==> src/hdl/ctlpu_pkg.sv <==
// Shared types, constants and the MAC hash for the client table update block.
// Used by every module of the block but ctlpu_ram; depends on nothing.
package ctlpu_pkg;

  localparam int unsigned TABLE_SLOTS_DEF = 1024;
  localparam int unsigned APS_PER_SLOT_DEF = 8;
  localparam logic signed [7:0] MIN_SIGNAL_RST = -8'sd90;

  localparam logic REQ_REPORT = 1'b0;
  localparam logic REQ_DELETE = 1'b1;

  localparam logic [2:0] ST_REFRESH = 3'd0;
  localparam logic [2:0] ST_ADDED = 3'd1;
  localparam logic [2:0] ST_BELOW = 3'd2;
  localparam logic [2:0] ST_FULL = 3'd3;
  localparam logic [2:0] ST_DELETED = 3'd4;

  typedef struct packed {
    logic req_type;
    logic [47:0] client_mac;
    logic [47:0] ap_mac;
    logic signed [7:0] signal_level;
    logic [15:0] slot;
  } item_t;

  typedef struct packed {
    logic valid;
    logic [2:0] status;
    logic [9:0] slot;
    logic [2:0] ap_index;
  } res_t;

  function automatic logic [31:0] elf_hash(input logic [47:0] mac);
    logic [31:0] h;
    logic [31:0] b;
    logic [31:0] x;
    h = 32'd0;
    for (int k = 0; k < 6; k++) begin
      b = {{24{mac[8*k+7]}}, mac[8*k +: 8]};
      h = (h << 4) + b;
      x = h & 32'hF000_0000;
      h = h ^ (x >> 24);
      h = h & ~x;
    end
    return h;
  endfunction

endpackage

==> src/hdl/ctlpu_queue.sv <==
// Two-entry queue that decouples the front end from the table sequencer.
// Depends on ctlpu_pkg.
module ctlpu_queue (
  input  logic             clk,
  input  logic             rst_n,
  input  logic             push,
  input  ctlpu_pkg::item_t push_item,
  output logic             full,
  input  logic             pop,
  output logic             q_valid,
  output ctlpu_pkg::item_t q_item
);
  import ctlpu_pkg::*;

  item_t ent_r [2];
  logic wp_r, wp_nxt;
  logic rp_r, rp_nxt;
  logic [1:0] cnt_r, cnt_nxt;

  assign full = (cnt_r == 2'd2);
  assign q_valid = (cnt_r != 2'd0);
  assign q_item = ent_r[rp_r];

  always_comb begin
    wp_nxt = wp_r ^ push;
    rp_nxt = rp_r ^ pop;
    cnt_nxt = cnt_r + {1'b0, push} - {1'b0, pop};
  end

  always_ff @(posedge clk) begin
    if (!rst_n) begin
      wp_r <= 1'b0;
      rp_r <= 1'b0;
      cnt_r <= 2'd0;
    end else begin
      wp_r <= wp_nxt;
      rp_r <= rp_nxt;
      cnt_r <= cnt_nxt;
    end
    if (push) begin
      ent_r[wp_r] <= push_item;
    end
  end
endmodule

==> config.mk <==
export PLATFORM = sky130hd
export DESIGN_NAME = ctlpu_queue
export DESIGN_NICKNAME = d
export VERILOG_FILES = /design/src/hdl/ctlpu_pkg.sv /design/src/hdl/ctlpu_queue.sv
export SDC_FILE = /design/constraint.sdc
export NUM_CORES = 1
export LEC_CHECK = 0
export BUFFER_PORTS_ARGS = -buffer_cell sky130_fd_sc_hd__buf_4
export CAP_MARGIN = 10
export CORE_ASPECT_RATIO = 0.5
export CORE_UTILIZATION = 47
export DETAILED_ROUTE_END_ITERATION = 8
export GPL_TIMING_DRIVEN = 0
export HOLD_SLACK_MARGIN = 0.03
export PLACE_DENSITY_LB_ADDON = 0.08
export RECOVER_POWER = 100
export SETUP_SLACK_MARGIN = 0.05
export SKIP_LAST_GASP = 1
export SLEW_MARGIN = 0
export SYNTH_ARGS = -nofsm -noshare
export SYNTH_HDL_FRONTEND = slang
export SYNTH_SLANG_ARGS = --single-unit
==> constraint.sdc <==
create_clock -name clk -period 3.9 [get_ports clk]
set_input_delay 0.78 -clock clk [delete_from_list [all_inputs] [get_ports clk]]
set_output_delay 0.78 -clock clk [all_outputs]
set_load 0.01 [all_outputs]
==> results of run 1 <==
-- final cells by class --
cell class,count,area (sq um)
inverters,3,11.26
clock inverters,7,80.08
flip-flops and latches,247,7367
multi-input cells,134,1493
repair buffers,249,1403
fillers,1523,7141
clock buffers,33,633.1
well taps,259,324.1
plain buffers,13,116.4
-- metal layers --
| layer | global-route usage | up-vias | wire (microns) |
|---|---|---|---|
| met5 | 0 | - | 13 |
| met4 | 0.04293 | 2 | 371 |
| met3 | 0.06015 | 27 | 1426 |
| met2 | 0.2760 | 142 | 8099 |
| met1 | 0.2105 | 2226 | 6966 |
| li1 | - | 2131 | - |
-- power by group through the flow --
stage	clock, W	combinational (W)	sequential [W]
2_1_floorplan	0	0.000384	0.00319
3_3_place_gp	0	0.000778	0.00320
3_5_place_dp	0	0.000800	0.00319
4_1_cts	0.00220	0.000804	0.00314
5_1_grt	0.00231	0.000718	0.00315
6_report	0.00214	0.000662	0.00313
-- worst register-to-register path: cells and delay by family (launching register included) --
kind | cells | cell delay (ps)
flip-flops | 1 | 310
buffers and inverters | 2 | 450
adder cells (fa/ha/maj) | 1 | 1250
-- sequential cells by signal (all words and copies together) (netlist names), named ones only --
register,flops
ent_r,242
rp_r,1
wp_r,1
cnt_r,2
-- cell families (layout without fill, tap and decap cells) --
logic type | after synthesis | in the layout | synth area share
XOR/XNOR | 2 | 2 | 0.003479
AND/OR/NAND/NOR | 7 | 7 | 0.004872
multiplexers | 121 | 121 | 0.1516
adder cells (fa/ha/maj) | 4 | 4 | 0.005567
buffers and inverters | 16 | 305 | 0.01503
flip-flops | 247 | 247 | 0.8195
-- placed cells by master, fill, tap and decap left out --
| cell | n |
|---|---|
| edfxtp_1 | 242 |
| clkbuf_1 | 147 |
| mux2_2 | 119 |
| clkbuf_4 | 96 |
| clkbuf_16 | 23 |
| buf_4 | 16 |
| buf_6 | 9 |
| dfxtp_1 | 5 |
| clkinv_1 | 4 |
| inv_1 | 3 |
| nor2b_1 | 3 |
| mux2_1 | 2 |
| and2_0 | 2 |
| ha_1 | 2 |
| ha_2 | 2 |
| clkbuf_8 | 2 |
| bufinv_16 | 2 |
| buf_16 | 2 |
| or2_2 | 1 |
| xor2_1 | 1 |
| and2_1 | 1 |
| xnor3_1 | 1 |
| clkinv_2 | 1 |
-- through the flow --
step | instances | hold WS (ps) | setup WS (ps) | total power (W) | utilization
3_5_place_dp | 905 | 580.3 | 1411 | 0.003994 | 0.6058
6_report | 945 | 489.6 | 780.6 | 0.005942 | 0.6154
4_1_cts | 945 | 447.7 | 1247 | 0.006144 | 0.6442
5_1_grt | 945 | 466.3 | 604.4 | 0.006173 | 0.6154
2_1_floorplan | 397 | 546.3 | 1103 | 0.003571 | -
3_3_place_gp | 903 | 556.4 | 48.82 | 0.003975 | 0.6018
-- worst min-delay path by stage --
stage	startpoint	endpoint	slack [ps]	depth (start not counted)
detailed placement	rp_r	register	580	2
global route	push_item[58]	ent_r[0][58]	470	1
finish	push_item[77]	ent_r[1][77]	490	1
CTS	push_item[64]	ent_r[1][64]	450	1
global placement	wp_r	wp_r	560	3
floorplan	wp_r	wp_r	550	3
==> out/metrics.csv, run 1 <==
stage,metric,value,unit
sta,max_slew_margin,-0.07557,
sta,slew_viol_final,122,
synthesis,avgSynthCellArea,22.64,sq um
sta,setup_tns,0,ps
status,violations,"capacitance limit, slew limit",
power_and_ir_drop,ir_drop,0.3640,mV
power_and_ir_drop,p_sw,0.001276,W
worst_setup_path,worst_path_largest_cell_delay,710,ps
clocking,clk_pin_slew,60,ps
die,rows,35,
placed_design,io_buffers,247,
finish,area_growth,27.11,%
finish,stdcell_area,0.01143,sq mm
sta,rsz0062_at_grt,false,
global_route,grt_max_degree,62,
clocking,cts_buffers,22,
worst_setup_path,path_buf_inv,3,
clocking,clk_latency,490,ps
sta,period_share,0.7998,
worst_setup_path,reg2reg_depth,3,
global_route,antenna_found_initial,1,
worst_setup_path,crit_family,buffers and inverters,
worst_setup_path,criticalPathCategory,reg -> out,
global_route,grt_pass1_wl,25.00,mm
die,core-area,0.01857,sq mm
clocking,cts_resized,0,
synthesis,synthesis.nets,526,
synthesis,synth.distinct_cells,13,
global_route,grt_usage,0.1667,
finish,antennaDiodeCount,0,
power_and_ir_drop,power_frac_clock,0.361,
worst_setup_path,critPathMaxFanout,10,
clocking,cts-root-buf,clkbuf_16,
worst_setup_path,crit_arrival,2340,ps
synthesis,yosysSeqAreaShare,0.8195,
sta,finalSetupViolations,0,
power_and_ir_drop,p_sw_frac,0.2147,
synthesis,netlist_area,0.008990,sq mm
die,start_util,0.4842,
synthesis,synthFlopType,edfxtp_1,
worst_setup_path,crit_cells,4,
worst_setup_path,worst-r2r-setup-slack,1510,ps
worst_setup_path,r2r-start,wp_r,
worst_setup_path,end_kind,primary output,
drt,drc,0,
synthesis,synth_warnings,0,
die,fp.dieH,99.80,microns
sta,fmax,0.3206,GHz
sta,finalHoldViolations,0,
drt,vias,4528,
placed_design,postPlaceCellArea,0.01125,sq mm
drt,drtPass1Iterations,4,
die,io-pin-count,248,
synthesis,ys_ff_latch,247,
placed_design,dp.final_hpwl,11.17,mm
clocking,clk_path_buf_depth,3,
status,outcome,"finished, violations left",
drt,totalWireLength,16.88,mm
power_and_ir_drop,p_per_area,520.0,mW/mm^2
worst_setup_path,crit_path_cell_trace,clkbuf_1 -> buf_6 -> mux2_1 -> buf_4,
synthesis,async_flop_share,0,
min_path,min_path_type,in -> reg,
synthesis,synth_most_common_cell,edfxtp_1,
sta,fin_skew,5.023,ps
clocking,htreeDepth,1,
global_route,grt_pass1_vias,4713,
finish,drive_above_1_share,0.3980,
worst_setup_path,setup.worst_path.start_class,register,
power_and_ir_drop,p_leak,3.946,nW
clocking,clkSinkCount,247,
drt,via_per_inst,4.792,
synthesis,netlist.area_leader.share,0.8084,
power_and_ir_drop,p_int,0.004666,W
sta,period_needed,3119,ps
clocking,hold_buffers,0,
die,die_w,197.6,microns
drt,drt_iter0_markers,215,
global_route,grt_overflow_total,0,
worst_setup_path,required,3120,ps
synthesis,synthTopCellsByCount,"242 x edfxtp_1, 121 x mux2_2, 9 x buf_6, 5 x dfxtp_1, 4 x ha_1",
placed_design,finalWeightedCongestion,0.7024,
run,cap_violations,2,
clocking,cts_setup_buffers,0,
drt,wl_per_cell,17.86,microns
sta,worstMarginPinSlew,1613,ps
clocking,cts_tree,built,
synthesis,synthTopCellsByArea,"edfxtp_1 81%, mux2_2 15%, buf_6 1.1%, dfxtp_1 1.1%, ha_1 0.56%",
power_and_ir_drop,p_comb_frac,0.111,
worst_setup_path,critical_path.endpoint,q_item[70],
die,die-area,0.01972,sq mm
worst_setup_path,slowest_stage,clkbuf_1,
power_and_ir_drop,seq_power_share,0.528,
synthesis,synth_cells,397,
worst_setup_path,r2r_end,ent_r[0][92],
synthesis,synth.largest_area_cell,edfxtp_1,
finish,fin_nets,799,
drt,drtAntennaViolNets,0,
synthesis,synth-edff-count,242,
Power figures use the tool's default switching activity.
==> run 2, diff against run 1 <==
--- a/config.mk
+++ b/config.mk
@@ -8,7 +8,7 @@
 export BUFFER_PORTS_ARGS = -buffer_cell sky130_fd_sc_hd__buf_4
 export CAP_MARGIN = 10
 export CORE_ASPECT_RATIO = 0.5
-export CORE_UTILIZATION = 47
+export CORE_UTILIZATION = 52
 export DETAILED_ROUTE_END_ITERATION = 8
 export GPL_TIMING_DRIVEN = 0
 export HOLD_SLACK_MARGIN = 0.03
==> constraint.sdc (replaced) <==
create_clock -name clk -period 2.96 [get_ports clk]
set_input_delay 0.592 -clock clk [delete_from_list [all_inputs] [get_ports clk]]
set_output_delay 0.592 -clock clk [all_outputs]
set_load 0.01 [all_outputs]
==> run 2 against run 1 <==
The flow now finishes without violations; cell count fell by 3.2%; sequential share of layout area barely moved; via count barely moved; count of clock-buffer cells in the layout fell by 1; first-iteration DRC count fell by 7.0%; critical path type unchanged; largest power group unchanged.
==> out/metrics.csv, run 2 (synthesis gave the netlist of run 1 again) <==
stage,metric,value,unit,change
power_and_ir_drop,p_per_area,674.2,mW/mm^2,was 520.0 mW/mm^2
status,outcome,"finished, final reports clean",,"was finished, violations left"
clocking,cts_tree,built,,unchanged
worst_setup_path,crit_arrival,1990,ps,was 2340 ps
finish,antennaDiodeCount,0,,unchanged
finish,stdcell_area,0.01143,sq mm,about the same
finish,fin_nets,801,,was 799
worst_setup_path,path_buf_inv,3,,unchanged
placed_design,postPlaceCellArea,0.01126,sq mm,was 0.01125 sq mm
sta,rsz0062_at_grt,false,,unchanged
clocking,htreeDepth,1,,unchanged
clocking,cts_setup_buffers,0,,unchanged
drt,wl_per_cell,17.86,microns,about the same
worst_setup_path,criticalPathCategory,reg -> out,,unchanged
sta,period_needed,2582,ps,
finish,drive_above_1_share,0.4186,,was 0.3980
clocking,clk_latency,490,ps,about the same
worst_setup_path,crit_path_cell_trace,clkbuf_2 -> buf_6 -> mux2_2 -> clkbuf_1,,was clkbuf_1 -> buf_6 -> mux2_1 -> buf_4
power_and_ir_drop,p_leak,3.989,nW,was 3.946 nW
global_route,grt_pass1_vias,4499,,was 4713
sta,holdWs,295.7,ps,was 489.6 ps
drt,via_per_inst,4.946,,was 4.792
die,io-pin-count,248,,unchanged
sta,max_slew_margin,0.2582,,was -0.07557
clocking,cts_resized,0,,unchanged
worst_setup_path,crit_family,buffers and inverters,,unchanged
clocking,clkSinkCount,247,,unchanged
worst_setup_path,setup.worst_path.start_class,register,,unchanged
die,start_util,0.5403,,was 0.4842
sta,fmax,0.3873,GHz,
global_route,grt_overflow_total,0,,unchanged
finish,largest_register,ent_r,,unchanged
global_route,grt_usage,0.1794,,was 0.1667
drt,drtPass1Iterations,4,,unchanged
finish,reg.largest.list,"ent_r (242), cnt_r (2)",,unchanged
drt,drt_iter0_markers,200,,was 215
drt,totalWireLength,16.34,mm,was 16.88 mm
clocking,hold_buffers,0,,unchanged
sta,fin_skew,6.890,ps,was 5.023 ps
placed_design,finalWeightedCongestion,0.7350,,was 0.7024
die,core-area,0.01664,sq mm,was 0.01857 sq mm
placed_design,dp_cells,875,,was 905
global_route,grt_pass1_wl,24.15,mm,was 25.00 mm
drt,drtAntennaViolNets,0,,unchanged
finish,multi_input_area,0.001503,sq mm,was 0.001493 sq mm
sta,slew_viol_final,0,,was 122
placed_design,io_buffers,247,,unchanged
sta,worstMarginPinSlew,1113,ps,was 1613 ps
finish,largest_reg_flops,242,,unchanged
finish,fill_cells,1218,,was 1523
global_route,grt_max_degree,45,,was 62
finish,final_cell_mix,"242 x edfxtp_1, 135 x clkbuf_1, 120 x mux2_2",,"was 242 x edfxtp_1, 147 x clkbuf_1, 119 x mux2_2"
power_and_ir_drop,ir_drop,0.4174,mV,was 0.3640 mV
min_path,min_path_type,in -> reg,,unchanged
sta,finalHoldViolations,0,,unchanged
clocking,cts-root-buf,clkbuf_16,,unchanged
worst_setup_path,required,2370,ps,was 3120 ps
die,rows,33,,was 35
finish,utilization,0.6870,,was 0.6154
finish,seq_area,0.007367,sq mm,unchanged
clocking,clk_pin_slew,60,ps,about the same
finish,final_cells,915,,was 945
run,cap_violations,0,,was 2
drt,vias,4526,,was 4528
finish,mostFrequentLayoutCell,edfxtp_1,,unchanged
global_route,antenna_found_initial,0,,was 1
sta,period_share,0.8723,,
worst_setup_path,slowest_stage,clkbuf_2,,was clkbuf_1
die,fp.dieH,94.98,microns,was 99.80 microns
finish,area_growth,27.17,%,was 27.11%
die,die_w,187.9,microns,was 197.6 microns
die,die-area,0.01785,sq mm,was 0.01972 sq mm
sta,finalSetupViolations,0,,unchanged
worst_setup_path,end_kind,primary output,,unchanged
worst_setup_path,critPathMaxFanout,10,,unchanged
worst_setup_path,worst_path_largest_cell_delay,390,ps,was 710 ps
clocking,clk_path_buf_depth,3,,unchanged
clocking,cts_buffers,22,,unchanged
drt,drc,0,,unchanged
sta,setup_tns,0,ps,unchanged
placed_design,dp.final_hpwl,10.94,mm,was 11.17 mm
run 2: worst register-to-register path, cell delays in order (launching register included):
cell,delay [ps]
dfxtp_1,370
ha_4,500
clkbuf_2,940
buf_16,320
run 2: path summary, 6_finish.rpt:
check / cells after the start / slack (ps) / from / endpoint
worst max register to register: 3 / 480 / wp_r / ent_r[1][105]
worst min register to register: 2 / 600 / rp_r / rp_r
worst min-delay path: 1 / 300 / push_item[11] / ent_r[1][11]
worst max-delay path: 4 / 380 / register / q_item[43]
run 2: area by class of cell:
type | count | share of cell area
clock inverter | 8 | 0.005253
multi-input combinational | 134 | 0.1314
timing repair buffer | 251 | 0.1295
inverter | 3 | 0.0009850
clock buffer | 32 | 0.05330
buffer | 13 | 0.01029
sequential | 247 | 0.6444
tap | 227 | 0.02484
run 2: metrics by stage:
stage | power [W] | setup WS [ps]
floorplan | 0.004705 | 351.1
global placement | 0.005233 | -648.0
detailed placement | 0.005270 | 722.8
CTS | 0.007957 | 499.8
global route | 0.008004 | 263.5
finish | 0.007708 | 378.0
run 2: power breakdown:
part / leakage [nW] / internal (W) / switching (W) / total (W)
Sequential: 2.31 / 0.00408 / 0.0000444 / 0.00413
Clock: 0.326 / 0.00152 / 0.00118 / 0.00269
Combinational: 1.35 / 0.000424 / 0.000463 / 0.000887
run 2: layer usage:
metal,share of wire,vias up,GRT usage,wire (microns)
met5,0,-,0,0
met4,0.017,0,0.03794,274
met3,0.090,24,0.07246,1473
met2,0.48,150,0.3012,7854
met1,0.41,2217,0.2217,6735
li1,-,2135,-,-
