**src/hdl/ctlpu_pkg.sv**
```systemverilog
// Shared types, constants and the MAC hash for the client table update block.
// Used by every module of the block but ctlpu_ram; depends on nothing.
package ctlpu_pkg;

  localparam int unsigned TABLE_SLOTS_DEF = 1024;
  localparam int unsigned APS_PER_SLOT_DEF = 8;
  localparam logic signed [7:0] MIN_SIGNAL_RST = -8'sd90;

  localparam logic REQ_REPORT = 1'b0;
  localparam logic REQ_DELETE = 1'b1;

  localparam logic [2:0] ST_REFRESH = 3'd0;
  localparam logic [2:0] ST_ADDED = 3'd1;
  localparam logic [2:0] ST_BELOW = 3'd2;
  localparam logic [2:0] ST_FULL = 3'd3;
  localparam logic [2:0] ST_DELETED = 3'd4;

  typedef struct packed {
    logic req_type;
    logic [47:0] client_mac;
    logic [47:0] ap_mac;
    logic signed [7:0] signal_level;
    logic [15:0] slot;
  } item_t;

  typedef struct packed {
    logic valid;
    logic [2:0] status;
    logic [9:0] slot;
    logic [2:0] ap_index;
  } res_t;

  function automatic logic [31:0] elf_hash(input logic [47:0] mac);
    logic [31:0] h;
    logic [31:0] b;
    logic [31:0] x;
    h = 32'd0;
    for (int k = 0; k < 6; k++) begin
      b = {{24{mac[8*k+7]}}, mac[8*k +: 8]};
      h = (h << 4) + b;
      x = h & 32'hF000_0000;
      h = h ^ (x >> 24);
      h = h & ~x;
    end
    return h;
  endfunction

endpackage

```
**src/hdl/ctlpu_front.sv**
```systemverilog
// Front end: takes in input beats, hashes the client MAC and reduces it to a home slot
// with a reciprocal multiply and one correction step. Depends on ctlpu_pkg.
module ctlpu_front #(
  parameter int unsigned TABLE_SLOTS = ctlpu_pkg::TABLE_SLOTS_DEF
) (
  input  logic                  clk,
  input  logic                  rst_n,
  input  logic                  in_valid,
  output logic                  in_stall,
  input  logic                  in_req_type,
  input  logic [47:0]           in_client_mac,
  input  logic [47:0]           in_ap_mac,
  input  logic signed [7:0]     in_signal_level,
  input  logic [9:0]            in_del_slot,
  input  logic                  hold,
  input  logic                  q_full,
  output logic                  q_push,
  output ctlpu_pkg::item_t      q_item
);
  import ctlpu_pkg::*;

  localparam logic [31:0] RECIP = 32'((64'd1 << 32) / 64'(TABLE_SLOTS));

  logic busy_r, busy_nxt;
  logic red_r, red_nxt;
  logic [27:0] rem_r, rem_nxt;
  logic [59:0] prod_r, prod_nxt;
  logic [1:0] k_r, k_nxt;
  item_t item_r, item_nxt;
  logic [31:0] hash;
  logic [27:0] quo;
  logic acc;

  assign in_stall = busy_r | hold;
  assign acc = in_valid & ~in_stall;
  assign hash = elf_hash(in_client_mac);
  assign quo = prod_r[59:32];
  assign q_push = busy_r & ~red_r & ~q_full;

  always_comb begin
    q_item = item_r;
    if (item_r.req_type == REQ_REPORT) begin
      q_item.slot = 16'(rem_r);
    end
  end

  always_comb begin
    busy_nxt = busy_r;
    red_nxt = red_r;
    rem_nxt = rem_r;
    prod_nxt = prod_r;
    k_nxt = k_r;
    item_nxt = item_r;
    if (acc) begin
      busy_nxt = 1'b1;
      item_nxt.req_type = in_req_type;
      item_nxt.client_mac = in_client_mac;
      item_nxt.ap_mac = in_ap_mac;
      item_nxt.signal_level = in_signal_level;
      item_nxt.slot = {6'd0, in_del_slot};
      rem_nxt = hash[27:0];
      k_nxt = 2'd2;
      red_nxt = (in_req_type == REQ_REPORT);
    end else if (red_r) begin
      case (k_r)
        2'd2: begin
          prod_nxt = {32'd0, rem_r} * {28'd0, RECIP};
          k_nxt = 2'd1;
        end
        2'd1: begin
          rem_nxt = rem_r - quo * 28'(TABLE_SLOTS);
          k_nxt = 2'd0;
        end
        default: begin
          if (rem_r >= 28'(TABLE_SLOTS)) begin
            rem_nxt = rem_r - 28'(TABLE_SLOTS);
          end
          red_nxt = 1'b0;
        end
      endcase
    end else if (q_push) begin
      busy_nxt = 1'b0;
    end
  end

  always_ff @(posedge clk) begin
    if (!rst_n) begin
      busy_r <= 1'b0;
      red_r <= 1'b0;
    end else begin
      busy_r <= busy_nxt;
      red_r <= red_nxt;
    end
    rem_r <= rem_nxt;
    prod_r <= prod_nxt;
    k_r <= k_nxt;
    item_r <= item_nxt;
  end
endmodule

```
**config.mk**
```make
export PLATFORM = sky130hd
export DESIGN_NAME = ctlpu_front
export DESIGN_NICKNAME = d
export VERILOG_FILES = /design/src/hdl/ctlpu_pkg.sv /design/src/hdl/ctlpu_front.sv
export SDC_FILE = /design/constraint.sdc
export NUM_CORES = 1
export LEC_CHECK = 0
export ABC_CLOCK_PERIOD_IN_PS = 28000
export BUFFER_PORTS_ARGS = -buffer_cell sky130_fd_sc_hd__buf_2
export CAP_MARGIN = 15
export CORE_UTILIZATION = 50
export CTS_CLUSTER_DIAMETER = 200
export DETAILED_ROUTE_END_ITERATION = 6
export GPL_TIMING_DRIVEN = 0
export HOLD_SLACK_MARGIN = 0.05
export PLACE_DENSITY = 0.71
export SYNTH_ARGS = -nofsm -noshare
export SYNTH_HDL_FRONTEND = slang
export SYNTH_SLANG_ARGS = --single-unit
```
**constraint.sdc**
```tcl
create_clock -name clk -period 28 [get_ports clk]
set_input_delay 1.4 -clock clk [delete_from_list [all_inputs] [get_ports clk]]
set_output_delay 1.4 -clock clk [all_outputs]
set_load 0.005 [all_outputs]
```
==> impl_results.md, run 1 <==
- Compound-Gate Fraction of Synth Area: 17.58%
- Vias in the first global route: ~9800
- Final setup viols: 0
- Crit-path most repeated cell: a21oi_1
- Worst-Skew Late Latency: 0.43 ns
- Number of H-tree levels: 4
- Layout overhead on the synthesized area: 17.32%
- Core area: 26060 um2
- Reg2Reg Depth: 12
- Clk buf depth: 2
- Reg clk slew, reported paths: roughly 0.07 ns
- Most used DFF post-synth: edfxtp_1
- Synth Area in Adders: 15.15%
- Synth Instances: 1340
- # diodes: 0
- Port bufs: 242
- RR Endpoint: rem_r[26]
- Slowest-stage cell, CP: o41ai_1
- Worst slew margin: 36.30%
- Yosys cell types: 65
- Skew final: about 0.018 ns
- Crit-path max FO: 5
- Die Ht: around 170 um
- DR WL/cell: 16.59 um
- Final hold violation count: 0
- Final min period: around 14 ns
- Cell Area, Synth: approximately 13000 um2
- Pin count of the biggest net entering global routing: 54
- Tot GR Track Use: a little under a quarter
- Max Clk Rate: between 70 and 80 MHz
- Nets: approximately 1900
- Root Buffer: clkbuf_16
- Synthesized flop and latch total: about 170
- Post-cts resize count: 0
- Slew Limit Fails: 0
- Vias post-DR: 10577
- R2r setup slk: 24.77 ns
- Drt pass-1 iters: 5
- WP depth: between 50 and 60
- Worst EP required: ~28 ns
- Initial core utilization: approximately half
- Die ar.: roughly 27000 um2
- Post-Synth Simple-Gate Area: a little over a tenth
- Worst setup EP type: flop
- Critical path origin: in_client_mac[1]
- Period utilization: between 40% and 50%
- Worst setup SP type: primary input
- CTS tree: done
- Fillers: around 2200
- Hold_buf cts: 0
- Status: finished, final reports clean
- Sequential area share after synthesis: 36.97%
- Layout cell share with drive strength beyond 1: approximately 25%
- Die X: between 150 and 200 um
- Synth Area in XOR/XNOR: around a tenth
- Gr ovfl total: 0
- Antenna Nets Post-Route: 0
- Yosys warns: 0
- Largest family of logic cells by synthesized area: compound AO/OA/AOI/OAI gates
- Routability Congestion: ~0.86
- Buf+Inv Stages, Crit Path: 1
- CTS sink cnt: about 170
- Max incr delay on CP: around 0.55 ns
- Crit Path Class: primary input to flop
- Critical path arrival: 14.10 ns
- Worst hold path type: flop to flop
- Post-synth net total: approximately 1600
- Final WL: between 30 and 40 mm
- Avg Synthesized Cell Area: between 9 and 10 um2
- RSZ-0062 raised after global routing: no
- R2r startpoint: rem_r[10]
- Crit path to: rem_r[5]
- Multiplexer share of the synthesized area: 1.186%
- Asr flop ratio synth: 0%
- Site Rows: between 50 and 60
- Post-synth EDFFs: 161
- Vias per cell: 5.421
- Dpl hpwl: 25.60 mm
- Worst path top cell family by delay: compound AO/OA/AOI/OAI gates
- Max-cap viol count: 0
- Ports: roughly 240
- Final TNS setup: 0 ns
- CTS Buf Count: 17
- DRT iter0 DRCs: slightly below 700
- First-pass GRT wire length: between 40 and 50 mm
- Antenna violations before repair: 0
- DRC: 0
- Post-CTS Setup Bufs: 0
- Worst Tran Pin Value: 0.9554 ns
[worst min path at each step]
stage            from     end  slack [ns]  depth (start not counted)
2_1_floorplan  busy_r  busy_r        0.47                          2
3_3_place_gp   busy_r  busy_r        0.48                          2
3_5_place_dp   k_r[1]  k_r[1]        0.50                          2
4_1_cts        k_r[1]  k_r[1]        0.52                          2
5_1_grt        k_r[1]  k_r[1]        0.53                          2
6_report       k_r[1]  k_r[1]        0.51                          2
[synth_stat cells (5+ instances only)]
cell type	instances	area share [%]
o211ai_1	19	1.1
nand2b_1	21	0.99
and3_1	13	0.61
a21o_1	49	2.8
edfxtp_1	161	36
a21oi_1	120	4.5
ha_1	145	14
xnor2_1	110	7.2
o21ai_0	79	3.0
inv_1	62	1.8
buf_4	105	5.9
o21bai_1	16	0.90
and2_1	5	0.24
a211oi_1	14	0.79
or3_1	11	0.52
nor2_1	85	2.4
fa_1	10	1.5
o21a_1	16	0.90
a31oi_1	15	0.71
nand2_1	81	2.3
nor3_1	19	0.72
mux2_2	10	0.85
xor2_1	44	2.9
or2_2	5	0.24
nand3_1	17	0.64
o31ai_1	7	0.40
clkbuf_1	14	0.40
nor2b_1	18	0.85
[registers in the layout (all words and copies together), names as in the netlist]
register	count
rem_r	28
busy_r	1
item_r	10
q_item	105
red_r	1
prod_r	18
k_r	2
[per-stage QoR]
step,instances,hold WS (ns),util (%),worst slack (ns),instance area (um2)
global route,1951,0.5263,59.85,13.34,15600
CTS,1951,0.5162,59.85,14.23,15600
finish,1951,0.5141,59.85,14.05,15600
global placement,1917,0.4827,57.27,13.93,14920
floorplan,1340,0.4658,-,16.37,13290
detailed placement,1919,0.5019,57.49,13.86,14980
[worst reg2reg max path, stage by stage, from the launching register on]
cell and delay [ns]:
edfxtp_1 0.45, inv_1 0.14, ha_1 0.19, fa_1 0.22, nor2b_1 0.07, o31ai_1 0.38, a21oi_1 0.19, a21oi_1 0.30
o21ai_0 0.21, a221oi_1 0.36, xor2_1 0.18, a21oi_1 0.10, a21o_1 0.19
[layer usage]
layer / wire [um] / track usage, % / part of all wire [%]
met3: 1664 / 4.046 / 5.1
met2: 16240 / 40.19 / 50
met4: 653 / 6.589 / 2.0
met5: 0 / 0 / 0
met1: 13810 / 28.62 / 43
[cells by family (layout without fill, tap and decap cells)]
group / Yosys count / after routing
xor gates and xnor gates: 155 / 155
adders and majority gates: 155 / 155
DFF: 165 / 165
muxes: 14 / 14
AOI/OAI and AO/OA: 372 / 372
and+or+nand+nor: 296 / 296
buffers and inverters: 183 / 459
[cell usage in the layout, fill, tap and decap left out, drive strengths merged, types with 7 or more instances in the layout]
master and instances:
a211oi 15, a21o 49, a21oi 120, a31oi 15, and3 13, buf 351, clkbuf 31, clkinv 9
edfxtp 161, fa 10, ha 145, inv 66, mux2 11, nand2 81, nand2b 21, nand3 17
nor2 85, nor2b 18, nor3 19, o211ai 21, o21a 16, o21ai 83, o21bai 16, o31ai 7
or3 11, xnor2 110, xor2 44
[area by class of cell]
| type | instances | area [um2] | area share [%] |
|---|---|---|---|
| multi-input combinational | 992 | 7297 | 46.79 |
| buffer | 121 | 852.1 | 5.464 |
| inverter | 62 | 232.7 | 1.492 |
| clock buffer | 17 | 425.4 | 2.728 |
| clock inverter | 15 | 187.7 | 1.203 |
| timing repair buffer | 244 | 1266 | 8.119 |
| tap | 335 | 419.2 | 2.688 |
| sequential | 165 | 4915 | 31.51 |
Power of run 1 is left out: the tool's default activity adds up to more than one toggle a clock period on the data nets, which glitch-free logic cannot reach.
==> run 2, diff against run 1 <==
- ABC_AREA: unset -> 1
- ABC_CLOCK_PERIOD_IN_PS: 28000 -> 12650
- PLACE_DENSITY: 0.71 -> 0.73
- clock period: 28 -> 12.65 ns (I/O delays scaled with it)
==> run 2 against run 1 <==
Net effect:
- register-to-register slack lost 15 ns
- critical path depth grew 1
- core utilization decreased by 0.41 points
- clock skew down 0.00067 ns
- clock-buffer cell count is 2 higher
- final area is 11% higher
- cell count increased by 31%
- critical endpoint is now rem_r[6]
==> impl_results.md, run 2 <==
- Status: finished, final reports clean
- Slew Limit Fails: 0 (unchanged)
- Final setup margin: 3.361 ns (-10.69 ns)
- Final min period: ~9.3 ns
- Pin count of the biggest net entering global routing: 125 (+130%)
- Antenna Nets Post-Route: 0 (unchanged)
- Final setup viols: 0 (unchanged)
- Worst Tran Pin Value: 1.055 ns (+0.09944 ns)
- Core area: 29090 um2 (+12%)
- Final TNS setup: 0 ns (unchanged)
- Site Rows: 62 (+5.1%)
- Sequential area share after synthesis: 32.83% (-4.1 points)
- Met3 wire length: 2.197 mm (+32%)
- Max Clk Rate: about 110 MHz
- Synth Instances: 1904 (+42%)
- Most common cell after layout, fill and taps aside: nand2_1
- Multi-input gate area: 8372 um2 (+15%)
- Routability Congestion: 0.9809 (+14%)
- Slowest-stage cell, CP: xor2_1
- DR top layer: met4
- Drt pass-1 iters: 5 (unchanged)
- Layout cell share with drive strength beyond 1: 20.06% (-5.2 points)
- Most used DFF post-synth: edfxtp_1
- Worst setup SP type: primary input
- Number of H-tree levels: 4 (unchanged)
- Cell Area, Synth: 14970 um2 (+13%)
- Die X: 175.0 um (+6.0%)
- Synthesized flop and latch total: 165 (unchanged)
- Synth top area cells: edfxtp_1 (32%), ha_1 (12%), nand2_1 (10%), inv_1 (5.6%), a21oi_1 (5.4%)
- Worst slack, placed: 3.013 ns (-10.85 ns)
- Crit Path Class: primary input to flop
- Wl on met1: 18.98 mm (+37%)
- Clk buf depth: 2 (unchanged)
- Root Buffer: clkbuf_16
- Yosys warns: 0 (unchanged)
- Yosys cell types: 52 (-20%)
- Die Ht: 175.0 um (+6.0%)
- Commonest non-fill, non-tap cells in the layout: nand2_1 (399), buf_2 (244), inv_1 (222)
- Post-synth net total: 2179 (+35%)
- Worst-Skew Late Latency: 0.45 ns (+0.02 ns)
- Commonest cells post-synth: nand2_1 (399), inv_1 (222), a21oi_1 (162), nor2_1 (162), edfxtp_1 (161)
- Period utilization: 73.43%
- DRT iter0 DRCs: 1071 (+56%)
- Multiplexer share of the synthesized area: 0% (-1.2 points)
- Ports: 243 (unchanged)
- Synth Area in Adders: 13.46% (-1.7 points)
- Worst EP required: 12.84 ns (-15.31 ns)
- Port bufs: 242 (unchanged)
- First-pass GRT wire length: 66.03 mm (+36%)
- Final hold violation count: 0 (unchanged)
- Hold Path Origin: in_ap_mac[16]
- RSZ-0062 raised after global routing: no
- Fillers: 2689 (+22%)
- Synth Area in XOR/XNOR: 6.786% (-3.5 points)
- Asr flop ratio synth: 0% (unchanged)
- CTS tree: done
- Worst slew margin: 29.67% (-6.6 points)
- Crit-path most repeated cell: nand2_1
- Gr ovfl total: 0 (unchanged)
- Worst setup EP type: flop
- Tot GR Track Use: 27.61% (+4.7 points)
- Dpl hpwl: 34.84 mm (+36%)
- Avg Synthesized Cell Area: 7.863 um2 (-21%)
- Skew final: 0.01708 ns (-0.0006736 ns)
- Critical path arrival: 9.48 ns (-4.62 ns)
- # diodes: 0 (unchanged)
- DRC: 0 (unchanged)
- Layout overhead on the synthesized area: 15.49%
- Synth top area share: 32.29% (-4.1 points)
- Crit-path max FO: 7 (+2)
- Max reg flops: 105 (unchanged)
- Largest family of logic cells by synthesized area: simple AND/OR/NAND/NOR gates
- Critical path origin: in_client_mac[0]
- DR WL/cell: 16.64 um (+0.33%)
- Initial core utilization: 51.46% (+0.45 points)
- Post-CTS Setup Bufs: 0 (unchanged)
- Sequential cell area: 4915 um2 (unchanged)
- CTS Buf Count: 17 (unchanged)
- R2r startpoint: rem_r[11]
- Max-cap viol count: 0 (unchanged)
- Hold_buf cts: 0 (unchanged)
- Antenna violations before repair: 0 (unchanged)
- Vias post-DR: 13759 (+30%)
- CTS sink cnt: 165 (unchanged)
- Max incr delay on CP: 0.43 ns (-0.12 ns)
- Vias in the first global route: 12772 (+30%)
- Vias per cell: 5.368 (-0.98%)
- Top-count cell post-synth: nand2_1
- Worst hold path type: primary input to flop
- Post-synth EDFFs: 161 (unchanged)
- Post-Synth Simple-Gate Area: 22.35% (+12 points)
- Final WL: 42.66 mm (+32%)
- Nets: 2441 (+30%)
- Die ar.: 30640 um2 (+12%)
- Post-cts resize count: 0 (unchanged)
- Reg clk slew, reported paths: 0.07 ns (about the same)
- Compound-Gate Fraction of Synth Area: 13.30% (-4.3 points)
- Met2 wire length: 20.24 mm (+25%)
- Cell taking the most area after synthesis: edfxtp_1
-- run 2: logic make-up after synthesis --
family / count (synthesis)
adders and majority gates: 155
and+or+nand+nor: 777
xor gates and xnor gates: 116
AOI/OAI and AO/OA: 350
DFF: 165
buffers and inverters: 341
-- run 2: worst max-delay path, delay by kind of cell --
| kind | cells | cell delay, ns |
|---|---|---|
| simple gates | 25 | 2.28 |
| buf+inv | 4 | 0.34 |
| fa+ha+maj | 7 | 2.38 |
| xor+xnor | 5 | 1.47 |
| compound gates | 12 | 2.36 |
-- run 2: cell type report --
| class | count | area share (%) |
|---|---|---|
| tap | 384 | 2.779 |
| buffer | 116 | 4.870 |
| sequential | 165 | 28.43 |
| clock inverter | 13 | 0.9480 |
| clock buffer | 19 | 2.562 |
| timing repair buffer | 243 | 7.092 |
| inverter | 225 | 4.899 |
| multi-input combinational | 1398 | 48.42 |
-- run 2: final timing paths --
kind | end | slack (ns) | depth (start not counted)
hold reg to reg | prod_r[33] | 0.50 | 0
setup / recovery | rem_r[6] | 3.36 | 53
hold / removal | q_item[40] | 0.35 | 1
setup reg to reg | rem_r[12] | 9.99 | 6
-- run 2: metal layers --
| layer | vias up | track usage (%) |
|---|---|---|
| met2 | 434 | 45.47 |
| met1 | 6409 | 36.74 |
| met4 | 0 | 9.819 |
| met5 | - | 0 |
| li1 | 6846 | - |
| met3 | 70 | 4.199 |
-- run 2: metrics by stage --
stage	hold slack (ns)	instances	cell area, um2	util [%]
final	0.3511	2563	17290	59.43
after global routing	0.3351	2563	17290	59.43
after CTS	0.3329	2563	17290	59.43
after detailed placement	0.4896	2531	16680	57.35
after global placement	0.4887	2530	16660	57.28
after floorplan	0.4570	1904	14970	-
Power of run 2 is left out for the same reason.
